**src/sv/timeout_slot_table_assert.svh**
```systemverilog
// ---------------------------------------------------------------------------
// Assertion macros for the timeout slot table
// Shared wrappers that keep clock and reset handling uniform.
// ---------------------------------------------------------------------------
`ifndef TIMEOUT_SLOT_TABLE_ASSERT_SVH
`define TIMEOUT_SLOT_TABLE_ASSERT_SVH

// Same-cycle implication, checked on every clock edge outside reset.
`define TST_ASSERT_IMP(label, ante, cons) \
  label: assert property (@(posedge clk) disable iff (rst) (ante) |-> (cons)) \
    else $error("timeout slot table: implication check failed");

// Next-cycle implication, checked on every clock edge outside reset.
`define TST_ASSERT_NXT(label, ante, cons) \
  label: assert property (@(posedge clk) disable iff (rst) (ante) |=> (cons)) \
    else $error("timeout slot table: next-cycle check failed");

`endif

```
**src/sv/tst_pkg.sv**
```systemverilog
// ---------------------------------------------------------------------------
// Timeout slot table package
// Shared constants, codes and types of the timeout slot table.
// ---------------------------------------------------------------------------
package tst_pkg;

  // Default table size and the cap on expiry beats per tick.
  localparam int SLOTS_DEF   = 16;
  localparam int MAX_RESULTS = 16;

  // Widths of the item fields.
  localparam int TICKS_W = 32;
  localparam int TAG_W   = 32;

  // Input command codes (carried on s_tuser).
  localparam logic CMD_REGISTER = 1'b0;
  localparam logic CMD_TICK     = 1'b1;

  // Result kind codes (carried on m_tuser).
  localparam logic KIND_STATUS = 1'b0;
  localparam logic KIND_EXPIRY = 1'b1;

  // Sequencer states.
  typedef enum logic [2:0] {
    ST_IDLE,
    ST_REG_SCAN,
    ST_REG_DONE,
    ST_TICK_RD,
    ST_TICK_EVAL,
    ST_TICK_FLUSH
  } state_t;

  // Write enables of the slot memory.
  typedef struct packed {
    logic rem;
    logic tag;
  } mem_we_t;

endpackage

```
**src/sv/tst_slot_mem.sv**
```systemverilog
// ---------------------------------------------------------------------------
// Timeout slot memory
// Remaining-tick and tag storage, one write port and one registered read.
// ---------------------------------------------------------------------------
module tst_slot_mem #(
  parameter int SLOTS = tst_pkg::SLOTS_DEF,
  localparam int IDX_W = (SLOTS > 1) ? $clog2(SLOTS) : 1
) (
  input  logic                       clk,
  input  tst_pkg::mem_we_t           we,
  input  logic [IDX_W-1:0]           wr_addr,
  input  logic [tst_pkg::TICKS_W-1:0] wr_rem,
  input  logic [tst_pkg::TAG_W-1:0]   wr_tag,
  input  logic [IDX_W-1:0]           rd_addr,
  output logic [tst_pkg::TICKS_W-1:0] rd_rem,
  output logic [tst_pkg::TAG_W-1:0]   rd_tag
);

  logic [tst_pkg::TICKS_W-1:0] rem_mem [SLOTS];
  logic [tst_pkg::TAG_W-1:0]   tag_mem [SLOTS];

  // Write port.
  always_ff @(posedge clk) begin
    if (we.rem) begin
      rem_mem[wr_addr] <= wr_rem;
    end
    if (we.tag) begin
      tag_mem[wr_addr] <= wr_tag;
    end
  end

  // Registered read port.
  always_ff @(posedge clk) begin
    rd_rem <= rem_mem[rd_addr];
    rd_tag <= tag_mem[rd_addr];
  end

endmodule

```
**src/sv/timeout_slot_table.sv**
```systemverilog
// ---------------------------------------------------------------------------
// Timeout slot table
// Fixed table of one-shot timeouts with registration and tick scanning.
// ---------------------------------------------------------------------------
// Usage: the slave channel takes one command beat. s_tuser selects register
// (claim the lowest free slot with delay and tag) or tick (one millisecond
// elapsed). A register beat returns one status beat on the master channel,
// with tlast set. A tick returns one expiry beat per slot that runs out, up
// to MAX_RESULTS, in ascending slot order, tlast on the final one; a tick
// with nothing due returns no beat.
// A register beat scans the busy bits one slot per cycle. In a tick, each
// slot goes through the single memory read port and then one update step.
// s_tready is high only while the sequencer is idle; one command at a time,
// so the next command is taken only once the sequencer is idle again.
// A synchronous reset frees every slot and empties the output register.
// A stalled receiver holds the output register; the scan waits on the next
// due slot until the held beat is taken, so no beat is dropped.
// ---------------------------------------------------------------------------
module timeout_slot_table #(
  parameter int SLOTS = tst_pkg::SLOTS_DEF
) (
  input  logic        clk,
  input  logic        rst,
  // Command channel.
  input  logic        s_tvalid,
  output logic        s_tready,
  input  logic [63:0] s_tdata,  // [31:0] delay_ticks, [63:32] tag
  input  logic        s_tuser,  // [0] cmd
  // Result channel.
  output logic        m_tvalid,
  input  logic        m_tready,
  output logic [39:0] m_tdata,  // [31:0] expired_tag, [32] accepted, [39:33] zero
  output logic        m_tuser,  // [0] kind
  output logic        m_tlast   // last
);

  localparam int IDX_W = (SLOTS > 1) ? $clog2(SLOTS) : 1;
  localparam int CNT_W = $clog2(tst_pkg::MAX_RESULTS + 1);
  localparam logic [IDX_W-1:0] IDX_END = IDX_W'(SLOTS - 1);
  localparam logic [CNT_W-1:0] CNT_MAX = CNT_W'(tst_pkg::MAX_RESULTS);

  tst_pkg::state_t state, state_next;

  logic [SLOTS-1:0]             busy;
  logic [IDX_W-1:0]             idx;
  logic [CNT_W-1:0]             n_emit;
  logic [tst_pkg::TICKS_W-1:0]  in_rem;
  logic [tst_pkg::TAG_W-1:0]    in_tag;
  logic                         reg_ok;

  logic                         pend_valid;
  logic [tst_pkg::TAG_W-1:0]    pend_tag;

  logic                         out_valid;
  logic                         out_kind;
  logic [tst_pkg::TAG_W-1:0]    out_tag;
  logic                         out_acc;
  logic                         out_last;

  tst_pkg::mem_we_t             mem_we;
  logic [tst_pkg::TICKS_W-1:0]  mem_wr_rem;
  logic [tst_pkg::TICKS_W-1:0]  rd_rem;
  logic [tst_pkg::TAG_W-1:0]    rd_tag;

  logic in_fire;
  logic out_free;
  logic slot_free;
  logic due;
  logic emit;
  logic stall;
  logic load_status;
  logic load_mid;
  logic load_final;
  logic load_any;

  // Slot storage.
  tst_slot_mem #(
    .SLOTS (SLOTS)
  ) u_mem (
    .clk     (clk),
    .we      (mem_we),
    .wr_addr (idx),
    .wr_rem  (mem_wr_rem),
    .wr_tag  (in_tag),
    .rd_addr (idx),
    .rd_rem  (rd_rem),
    .rd_tag  (rd_tag)
  );

  // Handshake and per-slot conditions.
  assign s_tready  = (state == tst_pkg::ST_IDLE);
  assign in_fire   = s_tvalid && s_tready;
  assign out_free  = !out_valid || m_tready;
  assign slot_free = !busy[idx];
  assign due       = busy[idx] && (rd_rem < tst_pkg::TICKS_W'(2));
  assign emit      = due && (n_emit < CNT_MAX);
  assign stall     = emit && pend_valid && !out_free;

  // Next state.
  always_comb begin
    state_next = state;
    unique case (state)
      tst_pkg::ST_IDLE: begin
        if (in_fire) begin
          state_next = (s_tuser == tst_pkg::CMD_TICK) ? tst_pkg::ST_TICK_RD
                                                      : tst_pkg::ST_REG_SCAN;
        end
      end
      tst_pkg::ST_REG_SCAN: begin
        if (slot_free || idx == IDX_END) begin
          state_next = tst_pkg::ST_REG_DONE;
        end
      end
      tst_pkg::ST_REG_DONE: begin
        if (out_free) begin
          state_next = tst_pkg::ST_IDLE;
        end
      end
      tst_pkg::ST_TICK_RD: begin
        state_next = tst_pkg::ST_TICK_EVAL;
      end
      tst_pkg::ST_TICK_EVAL: begin
        if (!stall) begin
          state_next = (idx == IDX_END) ? tst_pkg::ST_TICK_FLUSH : tst_pkg::ST_TICK_RD;
        end
      end
      tst_pkg::ST_TICK_FLUSH: begin
        if (!pend_valid || out_free) begin
          state_next = tst_pkg::ST_IDLE;
        end
      end
      default: state_next = tst_pkg::ST_IDLE;
    endcase
  end

  // Datapath control.
  always_comb begin
    mem_we      = '0;
    mem_wr_rem  = in_rem;
    load_status = 1'b0;
    load_mid    = 1'b0;
    load_final  = 1'b0;
    unique case (state)
      tst_pkg::ST_REG_SCAN: begin
        mem_we.rem = slot_free;
        mem_we.tag = slot_free;
      end
      tst_pkg::ST_REG_DONE: begin
        load_status = out_free;
      end
      tst_pkg::ST_TICK_EVAL: begin
        if (!stall) begin
          load_mid = emit && pend_valid;
          // Overdue slots beyond the cap wait at one tick; others count down.
          if (busy[idx] && !due) begin
            mem_we.rem = 1'b1;
            mem_wr_rem = rd_rem - tst_pkg::TICKS_W'(1);
          end else if (due && !emit) begin
            mem_we.rem = 1'b1;
            mem_wr_rem = tst_pkg::TICKS_W'(1);
          end
        end
      end
      tst_pkg::ST_TICK_FLUSH: begin
        load_final = pend_valid && out_free;
      end
      default: ;
    endcase
  end

  assign load_any = load_status || load_mid || load_final;

  // Sequencer and slot bookkeeping.
  always_ff @(posedge clk) begin
    if (rst) begin
      state      <= tst_pkg::ST_IDLE;
      busy       <= '0;
      idx        <= '0;
      n_emit     <= '0;
      reg_ok     <= 1'b0;
      pend_valid <= 1'b0;
    end else begin
      state <= state_next;
      unique case (state)
        tst_pkg::ST_IDLE: begin
          idx        <= '0;
          n_emit     <= '0;
          reg_ok     <= 1'b0;
          pend_valid <= 1'b0;
        end
        tst_pkg::ST_REG_SCAN: begin
          if (slot_free) begin
            busy[idx] <= 1'b1;
            reg_ok    <= 1'b1;
          end else if (idx != IDX_END) begin
            idx <= idx + IDX_W'(1);
          end
        end
        tst_pkg::ST_TICK_EVAL: begin
          if (!stall) begin
            if (emit) begin
              busy[idx]  <= 1'b0;
              pend_valid <= 1'b1;
              n_emit     <= n_emit + CNT_W'(1);
            end
            if (idx != IDX_END) begin
              idx <= idx + IDX_W'(1);
            end
          end
        end
        tst_pkg::ST_TICK_FLUSH: begin
          if (load_final) begin
            pend_valid <= 1'b0;
          end
        end
        default: ;
      endcase
    end
  end

  // Captured command payload and the held expiry tag.
  always_ff @(posedge clk) begin
    if (in_fire) begin
      in_rem <= s_tdata[31:0];
      in_tag <= s_tdata[63:32];
    end
    if (state == tst_pkg::ST_TICK_EVAL && emit && !stall) begin
      pend_tag <= rd_tag;
    end
  end

  // Output register.
  always_ff @(posedge clk) begin
    if (rst) begin
      out_valid <= 1'b0;
    end else if (load_any) begin
      out_valid <= 1'b1;
    end else if (m_tready) begin
      out_valid <= 1'b0;
    end
  end

  always_ff @(posedge clk) begin
    if (load_status) begin
      out_kind <= tst_pkg::KIND_STATUS;
      out_tag  <= '0;
      out_acc  <= reg_ok;
      out_last <= 1'b1;
    end else if (load_any) begin
      out_kind <= tst_pkg::KIND_EXPIRY;
      out_tag  <= pend_tag;
      out_acc  <= 1'b0;
      out_last <= load_final;
    end
  end

  assign m_tvalid = out_valid;
  assign m_tdata  = {7'd0, out_acc, out_tag};
  assign m_tuser  = out_kind;
  assign m_tlast  = out_last;

  // Checks.
  `include "timeout_slot_table_assert.svh"

  `TST_ASSERT_IMP(a_no_overwrite, load_any, out_free)
  `TST_ASSERT_IMP(a_idle_no_pend, state == tst_pkg::ST_IDLE, !pend_valid)
  `TST_ASSERT_IMP(a_cap, 1'b1, n_emit <= CNT_MAX)
  `TST_ASSERT_IMP(a_status_form, out_valid && out_kind == tst_pkg::KIND_STATUS,
                  out_last && out_tag == '0)
  `TST_ASSERT_NXT(a_emit_frees, state == tst_pkg::ST_TICK_EVAL && emit && !stall,
                  pend_valid)

endmodule

```
**config.mk**
```make
export PLATFORM = sky130hd
export DESIGN_NAME = timeout_slot_table
export DESIGN_NICKNAME = d
export VERILOG_FILES = /design/src/sv/tst_pkg.sv /design/src/sv/tst_slot_mem.sv /design/src/sv/timeout_slot_table.sv
export VERILOG_INCLUDE_DIRS = /design/src /design/src/sv
export SDC_FILE = /design/constraint.sdc
export NUM_CORES = 1
export LEC_CHECK = 0
export CORE_ASPECT_RATIO = 2
export CORE_UTILIZATION = 60
export CTS_CLUSTER_SIZE = 40
export DETAILED_ROUTE_END_ITERATION = 16
export DONT_BUFFER_PORTS = 1
export GPL_ROUTABILITY_DRIVEN = 0
export GPL_TIMING_DRIVEN = 1
export PLACE_DENSITY = 0.77
export SLEW_MARGIN = 15
export SYNTH_ARGS = -nofsm -noshare
export SYNTH_HDL_FRONTEND = slang
export SYNTH_HIERARCHICAL = 1
export SYNTH_SLANG_ARGS = --single-unit
```
**constraint.sdc**
```tcl
create_clock -name clk -period 5.83 [get_ports clk]
set_clock_uncertainty 0.1 [all_clocks]
set_input_delay 1.166 -clock clk [delete_from_list [all_inputs] [get_ports clk]]
set_output_delay 1.166 -clock clk [all_outputs]
set_load 0.05 [all_outputs]
```
Word-level counts from Yosys, hierarchy flattened
Memory sizes are Yosys's and may differ from the RTL's. A register that Yosys moved wholly into a read port is not among the register bits.
Index checks and enable logic that the tools add are counted.

word-level totals
  input port bits = 69
  output and inout port bits = 44
  memories kept = 2
  bits in writable memories = 1,024
  logic and storage cells = 129
  flip-flop bits (word level) = 162

memories
  memory         words  width  read ports  clocked after Yosys merged registers in  write ports  line                source
  u_mem.rem_mem  16     32     1           1                                        1            tst_slot_mem.sv:19  logic [tst_pkg::TICKS_W-1:0] rem_mem [SLOTS];
  u_mem.tag_mem  16     32     1           1                                        1            tst_slot_mem.sv:20  logic [tst_pkg::TAG_W-1:0] tag_mem [SLOTS];

cells by class
  $lt $le $gt $ge = 4
  reduce and logical (&&, ||, !) cells = 37
  multiplexer cells = 50
  add/sub/neg operators = 3
  equal/unequal tests = 16
  bitwise logic cells = 3

operators by type and width
  operator                                                     number
  2-to-1 mux 32 bit                                            4
  2-to-1 mux 16 bit                                            3
  less-than comparator 32 x 2 -> 1 bit, second input constant  1
  case mux 16 bit (2 select lines)                             1
  subtractor 32 x 1 -> 32 bit, second input constant           1
  2-to-1 mux 1 bit                                             22
  2-to-1 mux 3 bit                                             6
  case mux 3 bit (6 select lines)                              1
  bitwise AND 16 bit                                           1
  inequality test 2 bit, second input constant                 8
  NOT 16 bit                                                   1
  bitwise OR 16 bit                                            1
  2-to-1 mux 4 bit                                             3
  case mux 4 bit (3 select lines)                              1
  logical AND 1 bit                                            11
  2-to-1 mux 5 bit                                             2
  case mux 5 bit (2 select lines)                              1
  nonzero test 2 bit                                           5
  AND reduction 4 bit                                          2
  zero test 1 bit                                              7
  == test 3 x 2 -> 1 bit, second input constant                2
  == test 3 bit, second input constant                         2
  AND reduction 3 bit                                          2
  nonzero test 3 bit                                           2
  other kinds (18)                                             23

Logic depth before layout (Yosys ltp)
  depth after elaboration = 12
  gate-level depth with buffers = 10
  depth with buffers taken out = 8

Cells and area by module
Netlist, hierarchy kept.

by module, submodules not included
  module              times used  cells each  area each (um2)  seq. area each (um2)
  tst_slot_mem        1           1,672       39,655.5         32,030.7
  timeout_slot_table  1           572         7,498.4          4,214.0

Worst setup path after synthesis
OpenSTA, ideal clock, no wires.

  path kind = flip-flop to flip-flop
  from = register idx[1]
  to = memory u_mem/tag_mem[0][0] (netlist bit) (enable)
  buffers on the path = 2
  path slack = 1,282 ps
  period minus slack after synthesis = 4,548 ps
  arrival = 4,027 ps
  data required time = 5,309 ps
  setup time = 421 ps
  stages on the path, launching flop included = 9
  cell sequence = dfxtp_1 -> buf_6 -> mux4_2 -> a22o_1 -> or3_4 -> nor2_4 -> buf_4 -> or3b_2 -> nor2_1

RTL lines
  item                    line                       source
  start, declared         timeout_slot_table.sv:45   logic [IDX_W-1:0] idx;
  start signal, assigned  timeout_slot_table.sv:196  idx <= idx + IDX_W'(1);
  start signal, assigned  timeout_slot_table.sv:207  idx <= idx + IDX_W'(1);
  end, declared           tst_slot_mem.sv:20

Final worst setup path
  from = register idx[1]
  to = memory u_mem/tag_mem[0][27] (netlist bit) (enable)

between the ends
  longest elaborated chain between the ends = 6

RTL lines
  item                                    line                       source
  binary-select mux 1 bit (select 4 bit)  timeout_slot_table.sv:94   assign slot_free = !busy[idx];
  2-to-1 mux 1 bit (not written as such)  timeout_slot_table.sv:94
  zero test 1 bit                         timeout_slot_table.sv:94
  2-to-1 mux 1 bit                        timeout_slot_table.sv:143  unique case (state)
  2-to-1 mux 1 bit                        tst_slot_mem.sv:27         if (we.tag) begin
  2-to-1 mux 1 bit (not written as such)  tst_slot_mem.sv:28         tag_mem[wr_addr] <= wr_tag;

Several ways; a longest one is shown, not always the timed one. The select of a mux whose other input is x is not followed.

==> results.toml <==
[status]
status = "finished clean"

[route]
wl_mm = 103
vias = 22200
post-route-drc-count = 0
routed_via_density = 6.54
wire_per_inst_um = 30.3
ant_nets = 0
drtPass1Iterations = 5
drtIter0Drc = 2200

[pwr]
max-vdd-ir-drop_mv = 0.297
leakagePower_nw = 16.1
p_total_mw = 18.6
pwr_density_cell_nw_per_um2 = 358

[setup_path]
path_max_fanout = 67
r2r_cells = 8
worstPathArrival_ps = 5030
crit_path_cell_trace = "mux4_2 > a22o_1 > or3_4 > nor2_4 > buf_4 > or3b_2 > nor2_4 > buf_4"
worstPathRequired_ps = 6110
path_delay_family = "simple AND/OR/NAND/NOR gates"
crit_type = "reg -> reg"
critPathBufInv = 2
critPathCapture = "u_mem/tag_mem[0][27]$_DFFE_PP_"
r2r_slack_ps = 1090
startpoint_type = "register"
slowest_stage = "dfxtp_4"
crit_start = "idx[1]$_SDFFE_PP0P_"
cp_num_cells = 8
r2r-end = "u_mem/tag_mem[0][27]$_DFFE_PP_"
critPathMaxStageDelay_ps = 1040
worstSetupEndpointType = "register"
reg2reg_from = "idx[1]$_SDFFE_PP0P_"

[cells_and_area]
fillers = 4758
area.sequential_sq_um = 36300
insertedDiodeCount = 0
syn_to_final_growth_pct = 10.4
drive_gt1_share_pct = 25.0
final_core_util_pct = 66.8
fin_nets = 2356
multi_input_area_sq_um = 10600

[timing]
rsz0062_at_grt = "no"
max_freq_mhz = 211
final.setup.worst_slack_ps = 1090
hold_ws_ps = 303
slew_violations = 0
fin_crit_sh_pct = 81.4
setup_tns_ps = 0
hold_viol_final = 0
max_slew_margin_pct = 18.1
min_period_ps = 4740
tightestPinTransition_ps = 1230
finalSetupViolCount = 0

[global_route]
grt_pass1_wl_mm = 152
antenna_found_initial = 1
grt.overflow.total = 0
track_usage_pct = 26.4
grt_max_degree = 117
grt_pass1_vias = 23700

[synthesis]
synth-edff-count = 1121
syn_area_per_cell_sq_um = 21.0
netlist_area_sq_um = 47200
synth_top_area_share_pct = 71.4
syn-instance-count = 2244
yosysUniqueCellTypes = 76
ys_async_sr_fraction_pct = 0
yosys-top-cells-area = "edfxtp_1 71%, mux4_2 12%, dfxtp_1 5.5%"
synth_largest_area_cell = "edfxtp_1"
synth_warnings = 6
ys.flop_type = "edfxtp_1"
synth-seq-area-share_pct = 76.9
ys_ff_latch = 1250

[clocking]
post_cts_buffers = 0
cts_tree = "yes"
cts_num_sinks = 1250
insertion_delay_ps = 690
cts_hold_buf = 0
cts_buffers = 101
ctsResizeCount = 0
path_clk_slew_ps = 60
cts_root_buffer = "clkbuf_16"
htree_levels = 3
clk_path_buf_depth = 3

[floorplanning]
initial_utilization_pct = 60.4
num_io_pins = 113
core_sq_um = 78000
dieArea_sq_um = 79800
die-height_um = 398
fp.dieW_um = 200
rows = 145

[placement]
dpl_worst_slack_ps = 1060
numPortBuffers = 0
dp_hpwl_mm = 62.1

[hold_path]
hold_class = "reg -> reg"

[run]
cap_violations = 0
layout make-up:
cell class / count / area share, %
inverters: 16 / 0.115
well taps: 1029 / 2.47
flip-flops and latches: 1250 / 69.6
clock inverters: 59 / 1.19
multi-input cells: 860 / 20.3
clock buffers: 132 / 5.40
repair buffers: 52 / 0.942
sequential cells by signal, indices dropped and copies added (netlist names), named ones only:
name           cells
state              3
out_acc            1
pend_valid         1
n_emit             5
m_tvalid           1
pend_tag          32
in_rem            32
reg_ok             1
m_tuser            1
out_tag           32
m_tlast            1
u_mem/rd_rem      32
u_mem/tag_mem    512
idx                4
u_mem/rem_mem    512
in_tag            32
u_mem/rd_tag      32
through the flow:
stage	area, sq um	std cells
floorplan	47200	2250
global placement	48600	3206
detailed placement	48600	3206
CTS	52000	3397
global route	52100	3398
finish	52100	3398
kinds of logic after synthesis:
kind of cell | share of synthesized area [%]
xor+xnor | 0.557
compound gates | 4.01
mux | 13.7
simple gates | 3.13
other cells | 0.00795
buf+inv | 1.59
fa+ha+maj | 0.159
flops | 76.9
cells in the mapped netlist (all sizes together) (3+ instances only):
master and number:
o2111ai 5, ha 6, nor2b 17, and2 6, a31oi 4, inv 16
nand2 90, nand3b 4, xnor2 13, nor3 10, clkbuf 52, a22oi 130
nor4 10, edfxtp 1121, or4 8, or3 10, o2bb2ai 31, and3 7
xor2 17, o31ai 3, nor2 55, o21a 4, mux2 32, dfxtp 129
a211oi 7, nand2b 12, o211ai 12, and2b 22, mux2i 13, a221oi 6
nand3 13, buf 72, mux4 260, o21ai 10, a21oi 12, o2111a 3
where the power goes:
part,internal (mW),switching [mW]
combinational,0.472,0.489
sequential,10.1,0.583
clock,3.92,3.11
total,14.5,4.19
worst min path at each step:
stage | endpoint | slack, ps | from | depth (start not counted)
after floorplan | pend_tag[0]$_DFFE_PP_ | 290 | u_mem/rd_tag[0]$_DFF_P_ | 0
after detailed placement | pend_tag[20]$_DFFE_PP_ | 290 | u_mem/rd_tag[20]$_DFF_P_ | 0
after CTS | pend_tag[12]$_DFFE_PP_ | 300 | u_mem/rd_tag[12]$_DFF_P_ | 0
after global placement | pend_tag[1]$_DFFE_PP_ | 290 | u_mem/rd_tag[1]$_DFF_P_ | 0
after global routing | pend_tag[16]$_DFFE_PP_ | 310 | u_mem/rd_tag[16]$_DFF_P_ | 0
final | pend_tag[12]$_DFFE_PP_ | 300 | u_mem/rd_tag[12]$_DFF_P_ | 0
per-layer routing:
| metal | up-vias | track usage [%] | part of all wire (%) |
|---|---|---|---|
| li1 | 9315 | - | - |
| met1 | 11700 | 30.6 | 34 |
| met2 | 1010 | 48.0 | 55 |
| met3 | 228 | 4.17 | 6.5 |
| met4 | 0 | 12.5 | 4.0 |
| met5 | - | 0 | 0 |
cell usage in the layout (no fill, tap or decap), types with 7 or more instances in the layout:
cell type | Yosys | layout
edfxtp_1 | 1121 | 1121
mux4_2 | 260 | 260
a22oi_1 | 128 | 128
dfxtp_1 | 129 | 127
clkbuf_16 | 0 | 107
nand2_1 | 90 | 90
buf_4 | 29 | 44
nor2_4 | 1 | 34
mux2_4 | 28 | 28
nor2_1 | 54 | 21
clkbuf_1 | 51 | 21
o2bb2ai_1 | 30 | 19
clkinv_1 | 0 | 18
xor2_1 | 17 | 17
inv_1 | 16 | 16
nor2b_1 | 17 | 15
mux2i_1 | 13 | 13
xnor2_1 | 13 | 13
and2b_2 | 12 | 12
o2bb2ai_2 | 1 | 12
nand2b_1 | 12 | 12
o211ai_1 | 12 | 12
clkinv_2 | 0 | 12
nand3_1 | 12 | 11
a21oi_1 | 11 | 11
bufinv_16 | 0 | 11
o21ai_0 | 10 | 10
and2b_1 | 10 | 10
or3_1 | 8 | 8
nor3_1 | 10 | 8
buf_12 | 3 | 8
nor4_1 | 7 | 7
conb_1 | 1 | 7
Power figures use the tool's default switching activity.
